<file path="config.mk">
export PLATFORM = sky130hd
export DESIGN_NAME = ogru_ctrl
export DESIGN_NICKNAME = d
export VERILOG_FILES = /design/src/hw/rtl/ogru_pkg.sv /design/src/hw/rtl/ogru_ctrl.sv
export SDC_FILE = /design/constraint.sdc
export NUM_CORES = 1
export LEC_CHECK = 0
export BUFFER_PORTS_ARGS = -buffer_cell sky130_fd_sc_hd__buf_2
export CORE_AREA = 2 2 39 41
export CTS_BUF_LIST = sky130_fd_sc_hd__clkbuf_2 sky130_fd_sc_hd__clkbuf_4 sky130_fd_sc_hd__clkbuf_8
export CTS_CLUSTER_DIAMETER = 120
export DETAILED_ROUTE_END_ITERATION = 12
export DIE_AREA = 0 0 41 43
export GPL_TIMING_DRIVEN = 0
export MAX_ROUTING_LAYER = met4
export PLACE_DENSITY_LB_ADDON = 0.3
export SYNTH_ARGS = -nofsm -noshare
export SYNTH_HDL_FRONTEND = slang
export SYNTH_SLANG_ARGS = --single-unit
export TNS_END_PERCENT = 100
</file>
<file path="constraint.sdc">
create_clock -name clk_i -period 2.4 [get_ports clk_i]
set_input_delay 0.48 -clock clk_i [delete_from_list [all_inputs] [get_ports clk_i]]
set_output_delay 0.48 -clock clk_i [all_outputs]
set_load 0.05 [all_outputs]
</file>
<file path="src/hw/rtl/ogru_pkg.sv">
// Types, constants and helpers for the occupancy grid ray update unit
package ogru_pkg;

  localparam int unsigned GridDim   = 256;
  localparam int unsigned GridDepth = GridDim * GridDim;
  localparam int unsigned AddrW     = $clog2(GridDepth);
  localparam int unsigned IdxW      = $clog2(GridDim);

  localparam int unsigned StartW  = 8;
  localparam int unsigned EndW    = 11;
  localparam int unsigned CoordW  = 12;
  localparam int unsigned DeltaW  = 11;
  localparam int unsigned ErrW    = 13;
  localparam int unsigned OddsW   = 8;
  localparam int unsigned StepW   = 7;
  localparam int unsigned CntW    = 10;
  localparam int unsigned CfgIdxW = 2;

  localparam logic [CfgIdxW-1:0] RegHitStep  = CfgIdxW'(0);
  localparam logic [CfgIdxW-1:0] RegMissStep = CfgIdxW'(1);

  localparam logic [StepW-1:0] HitStepRst  = StepW'(3);
  localparam logic [StepW-1:0] MissStepRst = StepW'(1);

  localparam logic [CntW-1:0] CntMax = '1;

  localparam logic signed [OddsW:0] OddsMax = (OddsW+1)'(127);
  localparam logic signed [OddsW:0] OddsMin = -(OddsW+1)'(128);

  typedef enum logic [7:0] {
    S_CLEAR    = 8'b0000_0001,
    S_IDLE     = 8'b0000_0010,
    S_SETUP    = 8'b0000_0100,
    S_END_WR   = 8'b0000_1000,
    S_RAY_CHK  = 8'b0001_0000,
    S_RAY_WR   = 8'b0010_0000,
    S_READ_CAP = 8'b0100_0000,
    S_RESULT   = 8'b1000_0000
  } state_e;

  typedef enum logic [1:0] {
    SelWalk  = 2'd0,
    SelEnd   = 2'd1,
    SelStart = 2'd2
  } addr_sel_e;

  typedef struct packed {
    logic      clear_wr;
    logic      load;
    logic      setup;
    addr_sel_e addr_sel;
    logic      end_wr;
    logic      ray_wr;
    logic      step;
    logic      read_cap;
    logic      emit;
  } cmd_t;

  typedef struct packed {
    logic clear_last;
    logic req_read;
    logic beyond;
    logic sel_in_grid;
    logic walk_at_end;
    logic out_free;
  } status_t;

  function automatic logic in_grid(logic signed [CoordW-1:0] x,
                                   logic signed [CoordW-1:0] y);
    logic signed [CoordW-1:0] lim;
    lim = $signed(CoordW'(GridDim));
    return !x[CoordW-1] && (x < lim) && !y[CoordW-1] && (y < lim);
  endfunction

  function automatic logic [AddrW-1:0] cell_addr(logic signed [CoordW-1:0] x,
                                                 logic signed [CoordW-1:0] y);
    logic [AddrW-1:0] row;
    logic [AddrW-1:0] col;
    row = AddrW'(y[IdxW-1:0]);
    col = AddrW'(x[IdxW-1:0]);
    return row * AddrW'(GridDim) + col;
  endfunction

endpackage

</file>
<file path="src/hw/rtl/ogru_ctrl.sv">
// Sequencer for the clearing pass, ray walk and cell read
module ogru_ctrl import ogru_pkg::*; (
  input  logic    clk_i,
  input  logic    rst_ni,
  input  logic    in_valid_i,
  output logic    in_stall_o,
  input  status_t status_i,
  output cmd_t    cmd_o
);

  state_e state_q, state_d;

  always_ff @(posedge clk_i or negedge rst_ni) begin
    if (!rst_ni) begin
      state_q <= S_CLEAR;
    end else begin
      state_q <= state_d;
    end
  end

  assign in_stall_o = (state_q != S_IDLE);

  always_comb begin
    state_d        = state_q;
    cmd_o          = '0;
    cmd_o.addr_sel = SelWalk;
    unique case (state_q)
      S_CLEAR: begin
        cmd_o.clear_wr = 1'b1;
        if (status_i.clear_last) state_d = S_IDLE;
      end
      S_IDLE: begin
        cmd_o.load = in_valid_i;
        if (in_valid_i) state_d = S_SETUP;
      end
      S_SETUP: begin
        cmd_o.setup    = 1'b1;
        cmd_o.addr_sel = status_i.req_read ? SelStart : SelEnd;
        if (status_i.req_read) begin
          state_d = S_READ_CAP;
        end else if (status_i.beyond) begin
          state_d = S_RESULT;
        end else if (status_i.sel_in_grid) begin
          state_d = S_END_WR;
        end else begin
          state_d = S_RAY_CHK;
        end
      end
      S_END_WR: begin
        cmd_o.addr_sel = SelEnd;
        cmd_o.end_wr   = 1'b1;
        state_d        = S_RAY_CHK;
      end
      S_RAY_CHK: begin
        if (status_i.walk_at_end) begin
          state_d = S_RESULT;
        end else if (status_i.sel_in_grid) begin
          state_d = S_RAY_WR;
        end else begin
          cmd_o.step = 1'b1;
        end
      end
      S_RAY_WR: begin
        cmd_o.ray_wr = 1'b1;
        cmd_o.step   = 1'b1;
        state_d      = S_RAY_CHK;
      end
      S_READ_CAP: begin
        cmd_o.addr_sel = SelStart;
        cmd_o.read_cap = 1'b1;
        state_d        = S_RESULT;
      end
      S_RESULT: begin
        if (status_i.out_free) begin
          cmd_o.emit = 1'b1;
          state_d    = S_IDLE;
        end
      end
      default: state_d = S_IDLE;
    endcase
  end

endmodule

</file>
==> results of run 1 <==
## worst max-delay path, stage by stage (launching register included)
cell and delay [ns]:
dfrtp_1 0.44, nor4_4 0.37, nand4b_1 0.26, inv_2 0.12
a21o_1 0.11, buf_2 0.25
## final cells by class
class | count | area (sq um) | area share
timing repair buffer | 21 | 115.1 | 0.1691
inverter | 5 | 18.77 | 0.02757
sequential | 8 | 201.4 | 0.2960
multi-input combinational | 41 | 295.3 | 0.4338
tap | 16 | 20.02 | 0.02941
clock buffer | 4 | 30.03 | 0.04412
## Yosys cell counts (all sizes together)
library cell  number
nor3b              1
and4b              1
dfstp              1
nor2              10
nand3              1
o21a               2
nor2b              1
o32ai              1
o22ai              1
o41ai              1
nor3               2
dfrtp              7
nor4b              2
a21o               1
inv                5
nor4               2
nand4b             2
o221ai             1
nand2b             4
nand2              2
o21ai              2
o211a              1
and3               1
or2                2
## logic make-up after synthesis
kind of cell / share of synthesized area
and+or+nand+nor: 0.3935
AOI/OAI and AO/OA: 0.1654
DFF: 0.4035
buffers and inverters: 0.03758
## cells in the final DEF (no fill, tap or decap), types with 2 or more instances in the layout
master	instances
buf_2	17
nor2_1	10
dfrtp_1	7
clkbuf_4	6
nand2b_1	4
inv_1	4
nand4b_1	2
o21a_1	2
o21ai_0	2
buf_4	2
## repair_timing
item | in CTS | in global routing
pin swaps | 1 | 1
hold buffers | 0 | 0
setup buffers | 2 | 0
gates resized for setup | 0 | 4
endpoints found under the setup margin | 2 | 3
hold endpoints to repair | 0 | 0
## per-stage QoR
| step | hold slack (ns) | area (sq um) |
|---|---|---|
| 3_5_place_dp | 0.3297 | 619.3 |
| 3_3_place_gp | 0.3280 | 619.3 |
| 6_report | 0.04914 | 680.7 |
| 4_1_cts | 0.04507 | 664.4 |
| 5_1_grt | 0.04444 | 680.7 |
| 2_1_floorplan | 0.1844 | 504.2 |
## power by group through the flow
stage	sequential (W)	combinational (W)	clock, W
final	0.000184	0.000356	0.000123
after CTS	0.000182	0.000343	0.000128
after global routing	0.000187	0.000384	0.000137
after detailed placement	0.000184	0.000329	0
after floorplan	0.000179	0.000265	0
after global placement	0.000183	0.000327	0
## worst max-delay path by stage
stage | to | depth (start not counted) | slack [ns] | startpoint
2_1_floorplan | cmd_o[8] | 4 | 0.05 | state_q[5]
3_3_place_gp | cmd_o[6] | 4 | 0.25 | state_q[5]
3_5_place_dp | cmd_o[6] | 4 | 0.25 | state_q[5]
4_1_cts | cmd_o[8] | 5 | 0.07 | state_q[5]
5_1_grt | cmd_o[6] | 4 | -0.01 | state_q[4]
6_report | cmd_o[5] | 5 | 0.12 | state_q[5]
## routing by layer
layer / routed length (um) / vias up
li1: - / 245
met3: 52 / 4
met5: 0 / -
met1: 460 / 228
met4: 47 / 0
met2: 538 / 11
==> summary.md, run 1 <==
| Metric | Value |
|---|---|
| CTS Buf Count | `3` |
| Syn nets | `63` |
| Pwr Total | `0.0006630 W` |
| # nets final | `89` |
| Largest net degree at the start of global routing | `9` |
| Vias after detailed routing | `488` |
| Syn Std Cell Area | `499.2 sq um` |
| Initial core utilization | `0.3608` |
| Residual DRC | `0` |
| Actual slew at the worst max-slew pin | `0.3503 ns` |
| R2r worst-path depth | `4` |
| Layout Utilization | `0.4919` |
| Worst skew pair latency | `0.26 ns` |
| Sequential cell area fraction in the yosys report | `0.4035` |
| Reg power frac | `0.278` |
| Crit path kind | `reg -> out` |
| Crit start category | `flip-flop` |
| Clock Path Buffers | `2` |
| Number of flip-flops in the largest register | `8` |
| ANT cells | `0` |
| Max Cap Violations | `0` |
| I/O pin total | `20` |
| Setup WS post-layout | `0.1245 ns` |
| Overall routing resource usage | `0.1620` |
| Clock share of power | `0.185` |
| CP endpoint kind | `primary output` |
| Yosys reg bits | `8` |
| Grt total ovfl | `0` |
| Layout Cells excl Fill | `95` |
| Root buffer cell | `clkbuf_4` |
| Regs by FF count | `state_q: 8 flops` |
| Die Ht | `43 um` |
| Setup TNS | `0 ns` |
| Placed Instances | `89` |
| P_leak | `0.3731 nW` |
| CTS tree | `done` |
| Hold crit path type | `in -> async` |
| Met2 usage | `0.2250` |
| Fmax | `0.4395 GHz` |
| Final setup fails | `0` |
| Core area | `1384 sq um` |
| Synth warnings | `0` |
| Fin crit share | `0.9481` |
| WL final | `1.099 mm` |
| DR WL/cell | `11.57 um` |
| First-pass GRT wire length | `1.738 mm` |
| Final Hold Fails | `0` |
| DP Worst Slack | `0.2527 ns` |
| Final period demand of the worst path | `2.275 ns` |
| Port Buffers | `19` |
| Met3 Usage GRT | `0.03141` |
| Antenna viol nets, final | `0` |
| Status | `complete, no violations` |
| First-iteration detailed-routing DRC count | `2` |
| Syn Inst Count | `54` |
| Sw frac | `0.4692` |
| Critical Path AT | `1.80 ns` |
| R2R Path Start | `state_q[5]` |
| Syn avg cell area | `9.245 sq um` |
| Dpl hpwl | `854.7 um` |
| Area grow syn2layout | `36.34%` |
| Initial antenna violation count | `0` |
| P_int | `0.0003519 W` |
| Die X | `41 um` |
| Largest reg by FF count | `state_q` |
| Slew Limit Headroom | `0.7645` |
| Maximum fanout along the worst path | `5` |
| Fraction of layout cells with a size suffix above 1 | `0.4304` |
| Routability cong. | `0.8023` |
| Peak VDD IR | `0.6543 mV` |
| GRT met1 Usage | `0.1791` |
| Top cell type by total area after synthesis | `dfrtp_1` |
| PD cells | `974.1 nW/um^2` |
| Worst-path clk slew | `0.06 ns` |
| Die ar. | `1763 sq um` |
| Setup Skew | `0.006810 ns` |
| H-tree depth | `1` |
| Cell Rows | `14` |
| Reg2reg setup slack | `0.82 ns` |
| Vias/cell | `5.137` |
| GR peak layer | `met2` |
| # clock sinks | `8` |
| Vias in the first global route | `428` |
| Final Max Slew Viols | `0` |
| FF-to-FF End | `state_q[3]` |
| Synth top area cells | `dfrtp_1, nor2_1, dfstp_2, nand2b_1, nor4_2` |
| Unique masters post-synth | `27` |
| Part of the power in combinational logic | `0.537` |
| Req. time, crit path | `1.92 ns` |
| DR pass1 iterations | `4` |
| P_sw | `0.0003111 W` |
| Top cell type's share of synthesized area | `0.3509` |
| Fillers | `137` |
No activity file was read; power rests on OpenSTA's default activity.
==> inputs of run 2 (changes only) <==
- BUFFER_PORTS_ARGS: -buffer_cell sky130_fd_sc_hd__buf_2 -> unset
- CAP_MARGIN: unset -> 30
- CELL_PAD_IN_SITES_DETAIL_PLACEMENT: unset -> 1
- CELL_PAD_IN_SITES_GLOBAL_PLACEMENT: unset -> 1
- DONT_BUFFER_PORTS: unset -> 1
==> run 2 against run 1 <==
  * Via count is 12% lower
  * Cell area is 4.0% lower
  * Register-to-register slack worse by 0.11 ns
  * First-iteration DRC count grew to 4.0 times the previous value
  * Largest power group unchanged
  * Fmax is 1.1% lower
  * Die area stayed put
  * Routed wire length is 1.9% higher
  * Critical path type unchanged
  * Sequential power is 3% higher
  * Total power is 3.1% higher
==> summary.md, run 2 (synthesis gave the netlist of run 1 again) <==
| Metric | Value |
|---|---|
| Layout Utilization | `0.4720` |
| Core area | `1384 sq um` |
| Crit start category | `flip-flop` |
| Peak VDD IR | `0.4652 mV` |
| Status | `complete, no violations` |
| Initial core utilization | `0.3608` |
| RSZ-0062 raised after global routing | `no` |
| DR pass1 iterations | `4` |
| DR WL/cell | `14.36 um` |
| Initial antenna violation count | `0` |
| P_sw | `0.0003311 W` |
| Port Buffers | `0` |
| # nets final | `72` |
| Residual DRC | `0` |
| Area grow syn2layout | `30.83%` |
| Final Hold Fails | `0` |
| Clock share of power | `0.173` |
| First-pass GRT wire length | `1.911 mm` |
| Antenna viol nets, final | `0` |
| PD cells | `1046 nW/um^2` |
| Reg power frac | `0.279` |
| First-iteration detailed-routing DRC count | `8` |
| Critical Path AT | `1.82 ns` |
| Die X | `41 um` |
| Clock Path Buffers | `2` |
| H-tree depth | `1` |
| Regs by FF count | `state_q: 8 flops` |
| Die ar. | `1763 sq um` |
| Met3 routed WL | `45 um` |
| Req. time, crit path | `1.92 ns` |
| ANT cells | `0` |
| CTS tree | `done` |
| Grt total ovfl | `0` |
| Overall routing resource usage | `0.1606` |
| Routed length on met2 | `580 um` |
| Commonest cells after routing, fill and taps aside | `nor2_1, dfrtp_1, nand2b_1, inv_1, clkbuf_4` |
| Layout Cells excl Fill | `78` |
| CP endpoint kind | `primary output` |
| Largest net degree at the start of global routing | `8` |
| WL final | `1.120 mm` |
| CTS Buf Count | `3` |
| Number of flip-flops in the largest register | `8` |
| Root buffer cell | `clkbuf_4` |
| Hold crit path type | `in -> async` |
| Placed Instances | `70` |
| Largest reg by FF count | `state_q` |
| Routability cong. | `0.7616` |
| Final Max Slew Viols | `0` |
| # clock sinks | `8` |
| Worst skew pair latency | `0.25 ns` |
| Met1 wire length | `493 um` |
| Dpl hpwl | `867.7 um` |
| Max Cap Violations | `0` |
| Sw frac | `0.4845` |
| Cell Rows | `14` |
| Final setup fails | `0` |
| P_int | `0.0003523 W` |
| Vias/cell | `5.513` |
| Maximum fanout along the worst path | `5` |
| Slew Limit Headroom | `0.6368` |
| Part of the power in combinational logic | `0.548` |
| Fraction of layout cells with a size suffix above 1 | `0.3710` |
| Setup Skew | `0.006521 ns` |
| Worst-path clk slew | `0.06 ns` |
| Uppermost layer routed | `met3` |
| Actual slew at the worst max-slew pin | `0.5442 ns` |
| Final period demand of the worst path | `2.302 ns` |
| Fin crit share | `0.9591` |
| Vias after detailed routing | `430` |
| Vias in the first global route | `441` |
| Setup TNS | `0 ns` |
| Fmax | `0.4344 GHz` |
| Fillers | `157` |
| Crit path kind | `reg -> out` |
| I/O pin total | `20` |
| Die Ht | `43 um` |
| P_leak | `0.2964 nW` |
run 2: cell count changes in the layout (fill, tap and decap cells not counted), moves of 2 or more:
cell      delta
buf_2       -17
clkbuf_4     -2
nor2_2       +2
nor2_1       -3
run 2: area by class of cell:
class	instances	area (sq um)	share of cell area
clock buffers	4	30.03	0.04598
inverters	5	21.27	0.03257
multi-input cells	41	347.8	0.5326
flip-flops and latches	8	201.4	0.3084
well taps	16	20.02	0.03065
repair buffers	4	32.53	0.04981
run 2: worst max-delay path, cell delays in order, from the launching register on:
cell     delay, ns
dfrtp_1       0.45
nor4_4        0.34
nand2_2       0.12
or2_4         0.34
nor2_4        0.32
run 2: power by group through the flow:
stage | clock network, W | registers [W] | logic (W)
after floorplan | 0 | 0.000179 | 0.000265
after CTS | 0.000122 | 0.000182 | 0.000349
after detailed placement | 0 | 0.000185 | 0.000294
after global placement | 0 | 0.000183 | 0.000292
after global routing | 0.000128 | 0.000194 | 0.000403
final | 0.000118 | 0.000190 | 0.000374
run 2: stage by stage:
step	setup slack (ns)	power (W)	hold slack [ns]	instance area, sq um
6_report	0.09820	0.0006834	0.07825	653.1
5_1_grt	0.01814	0.0007246	0.06700	653.1
4_1_cts	-0.1548	0.0006527	0.07103	615.6
3_5_place_dp	-0.1512	0.0004793	0.1845	524.3
3_3_place_gp	-0.1275	0.0004758	0.1846	524.3
2_1_floorplan	0.04853	0.0004437	0.1844	504.2
run 2: what timing repair did:
item | in CTS | in global routing
pin swaps | 1 | 3
resized for setup | 8 | 7
buffers inserted | 3 | 0
hold endpoints to repair | 7 | 0
setup endpoints to repair | 6 | 4
hold buffers | 1 | 0
run 2: routing by layer:
metal,track usage,up-vias
li1,-,213
met1,0.2315,206
met2,0.2375,11
met3,0.01571,0
met4,0.04000,0
met5,-,-
run 2: worst paths after layout:
| path | start | end | slack (ns) | depth (start not counted) |
|---|---|---|---|---|
| min in group clk_i | status_i[5] | state_q[0] | 0.27 | 1 |
| max | state_q[4] | cmd_o[8] | 0.1 | 4 |
| min reg2reg | state_q[0] | state_q[0] | 0.59 | 2 |
| max in group asynchronous | rst_ni | state_q[2] | 1.59 | 1 |
| min | rst_ni | state_q[0] | 0.08 | 0 |
| max reg2reg | state_q[4] | state_q[1] | 0.71 | 4 |
==> inputs of run 3 (changes only) <==
- GPL_TIMING_DRIVEN: 0 -> unset
- clock period: 2.4 -> 2.3 ns (I/O delays scaled with it)
==> run 3 against run 2 <==
  * Die area is the same
  * Via count up 11%
  * Sequential power up 3%
  * Sequential share of layout area fell by 1.2 points
  * Sequential cell count did not move
  * Count of clock-buffer cells in the layout is the same
  * Non-clock buffer count grew 9
  * Clock skew rose by 0.0038 ns
  * Total power is 6.3% higher
  * Combinational power is 8.3% higher
  * Register-to-register slack worse by 0.15 ns
==> summary.md, run 3 (synthesis gave the netlist of run 1 again) <==
| Metric | Value |
|---|---|
| WL final | `1.347 mm` |
| Routed length on met2 | `716 um` |
| PD cells | `1057 nW/um^2` |
| Vias/cell | `5.471` |
| Worst-path clk slew | `0.06 ns` |
| Regs by FF count | `state_q: 8 flops` |
| Maximum fanout along the worst path | `4` |
| Fin crit share | `0.9680` |
| Fillers | `166` |
| Antenna viol nets, final | `0` |
| Largest net degree at the start of global routing | `8` |
| Actual slew at the worst max-slew pin | `0.4935 ns` |
| Fmax | `0.4491 GHz` |
| Status | `complete, no violations` |
| CTS tree | `done` |
| Max Cap Violations | `0` |
| FF-to-FF End | `state_q[1]` |
| Port Buffers | `0` |
| Root buffer cell | `clkbuf_4` |
| Slew Limit Headroom | `0.6710` |
| CP max stage cell | `dfrtp_2` |
| Final Max Slew Viols | `0` |
| CP endpoint kind | `primary output` |
| Die ar. | `1763 sq um` |
| Critical Path Start | `state_q[6]` |
| Hold crit path type | `in -> async` |
| CP max stage delay | `0.43 ns` |
| H-tree depth | `1` |
| Reg power frac | `0.268` |
| Initial core utilization | `0.3608` |
| Uppermost layer routed | `met3` |
| Vias after detailed routing | `476` |
| Sw frac | `0.4575` |
| Final setup fails | `0` |
| Crit start category | `flip-flop` |
| R2R Path Start | `state_q[3]` |
| Number of flip-flops in the largest register | `8` |
| Met3 routed WL | `82 um` |
| Pwr Total | `0.0007264 W` |
| Dpl hpwl | `1.029 mm` |
| ANT cells | `0` |
| Initial antenna violation count | `0` |
| First-pass GRT wire length | `2.056 mm` |
| Commonest non-fill, non-tap cell in the layout | `buf_4` |
| P_sw | `0.0003323 W` |
| Worst skew pair latency | `0.25 ns` |
| Setup TNS | `0 ns` |
| Overall routing resource usage | `0.1762` |
| Die Ht | `43 um` |
| RSZ-0062 raised after global routing | `no` |
| P_int | `0.0003940 W` |
| Part of the power in combinational logic | `0.557` |
| Setup Skew | `0.01036 ns` |
| # nets final | `81` |
| # clock sinks | `8` |
| First-iteration detailed-routing DRC count | `4` |
| WHS | `0.05542 ns` |
| CTS Buf Count | `3` |
| Reg2reg setup slack | `0.56 ns` |
| Peak VDD IR | `0.5673 mV` |
| Core area | `1384 sq um` |
| Sequence of cells on the critical path | `nor4_4 -> nand2_2 -> or2_4 -> nor2_2 -> buf_6` |
| R2r worst-path depth | `4` |
| DR WL/cell | `15.48 um` |
| DR pass1 iterations | `2` |
| Die X | `41 um` |
| Largest reg by FF count | `state_q` |
| Grt total ovfl | `0` |
| Vias in the first global route | `495` |
| Routability cong. | `0.7155` |
| Critical Path AT | `1.77 ns` |
| Clock Path Buffers | `2` |
| Cell Rows | `14` |
| P_leak | `0.3421 nW` |
| Final period demand of the worst path | `2.226 ns` |
| Clock share of power | `0.174` |
| Commonest cells after routing, fill and taps aside | `buf_4, nor2_1, dfrtp_1` |
| Met1 wire length | `548 um` |
| Fraction of layout cells with a size suffix above 1 | `0.3944` |
| Req. time, crit path | `1.84 ns` |
| Final Hold Fails | `0` |
| Crit path kind | `reg -> out` |
| Residual DRC | `0` |
| I/O pin total | `20` |
| Area grow syn2layout | `37.59%` |
[run 3: cell types whose count changed in the layout (fill, tap and decap cells not counted), sizes merged]
cell	delta
buf	+9
[run 3: through the flow]
stage,instances,worst slack (ns),cell area [sq um],utilization
final,87,0.07355,686.9,0.4964
after global routing,87,0.002104,686.9,0.4964
after CTS,84,0.007255,655.6,0.4738
after detailed placement,79,0.2310,606.8,0.4385
after global placement,79,0.2800,606.8,0.4385
after floorplan,54,0.007171,506.7,-
[run 3: what timing repair did]
item,CTS,global route
buffers inserted,0,3
endpoints found under the hold margin,7,0
resized for setup,1,4
pin swaps,1,4
setup endpoints to repair,1,3
hold buffers,1,0
[run 3: worst max path at each step]
stage | to | slack [ns]
floorplan | cmd_o[6] | 0.007
global placement | cmd_o[8] | 0.28
detailed placement | cmd_o[8] | 0.23
CTS | cmd_o[8] | 0.007
global route | cmd_o[8] | 0.002
finish | cmd_o[8] | 0.07
[run 3: area by class of cell]
cell class,count,area [sq um],share of cell area
clock buffer,4,30.03,0.04372
inverter,5,18.77,0.02732
multi-input combinational,41,297.8,0.4335
sequential,8,203.9,0.2969
tap,16,20.02,0.02914
timing repair buffer,13,116.4,0.1694
[run 3: power groups by stage]
stage	Sequential (W)	Combinational, W	Clock [W]
after floorplan	0.000187	0.000280	0
after global placement	0.000191	0.000354	0
after detailed placement	0.000194	0.000357	0
after CTS	0.000193	0.000366	0.000132
after global routing	0.000199	0.000431	0.000139
final	0.000195	0.000405	0.000127
[run 3: worst max-delay path: cells and delay by family, from the launching register on]
kind	cells	cell delay [ns]
and+or+nand+nor	4	0.92
buffers and inverters	1	0.16
DFF	1	0.43
[run 3: per-layer routing]
layer / GRT usage / vias up
met5: - / -
met4: 0.06000 / 0
met3: 0.04188 / 0
met2: 0.2688 / 12
met1: 0.2215 / 235
li1: - / 229
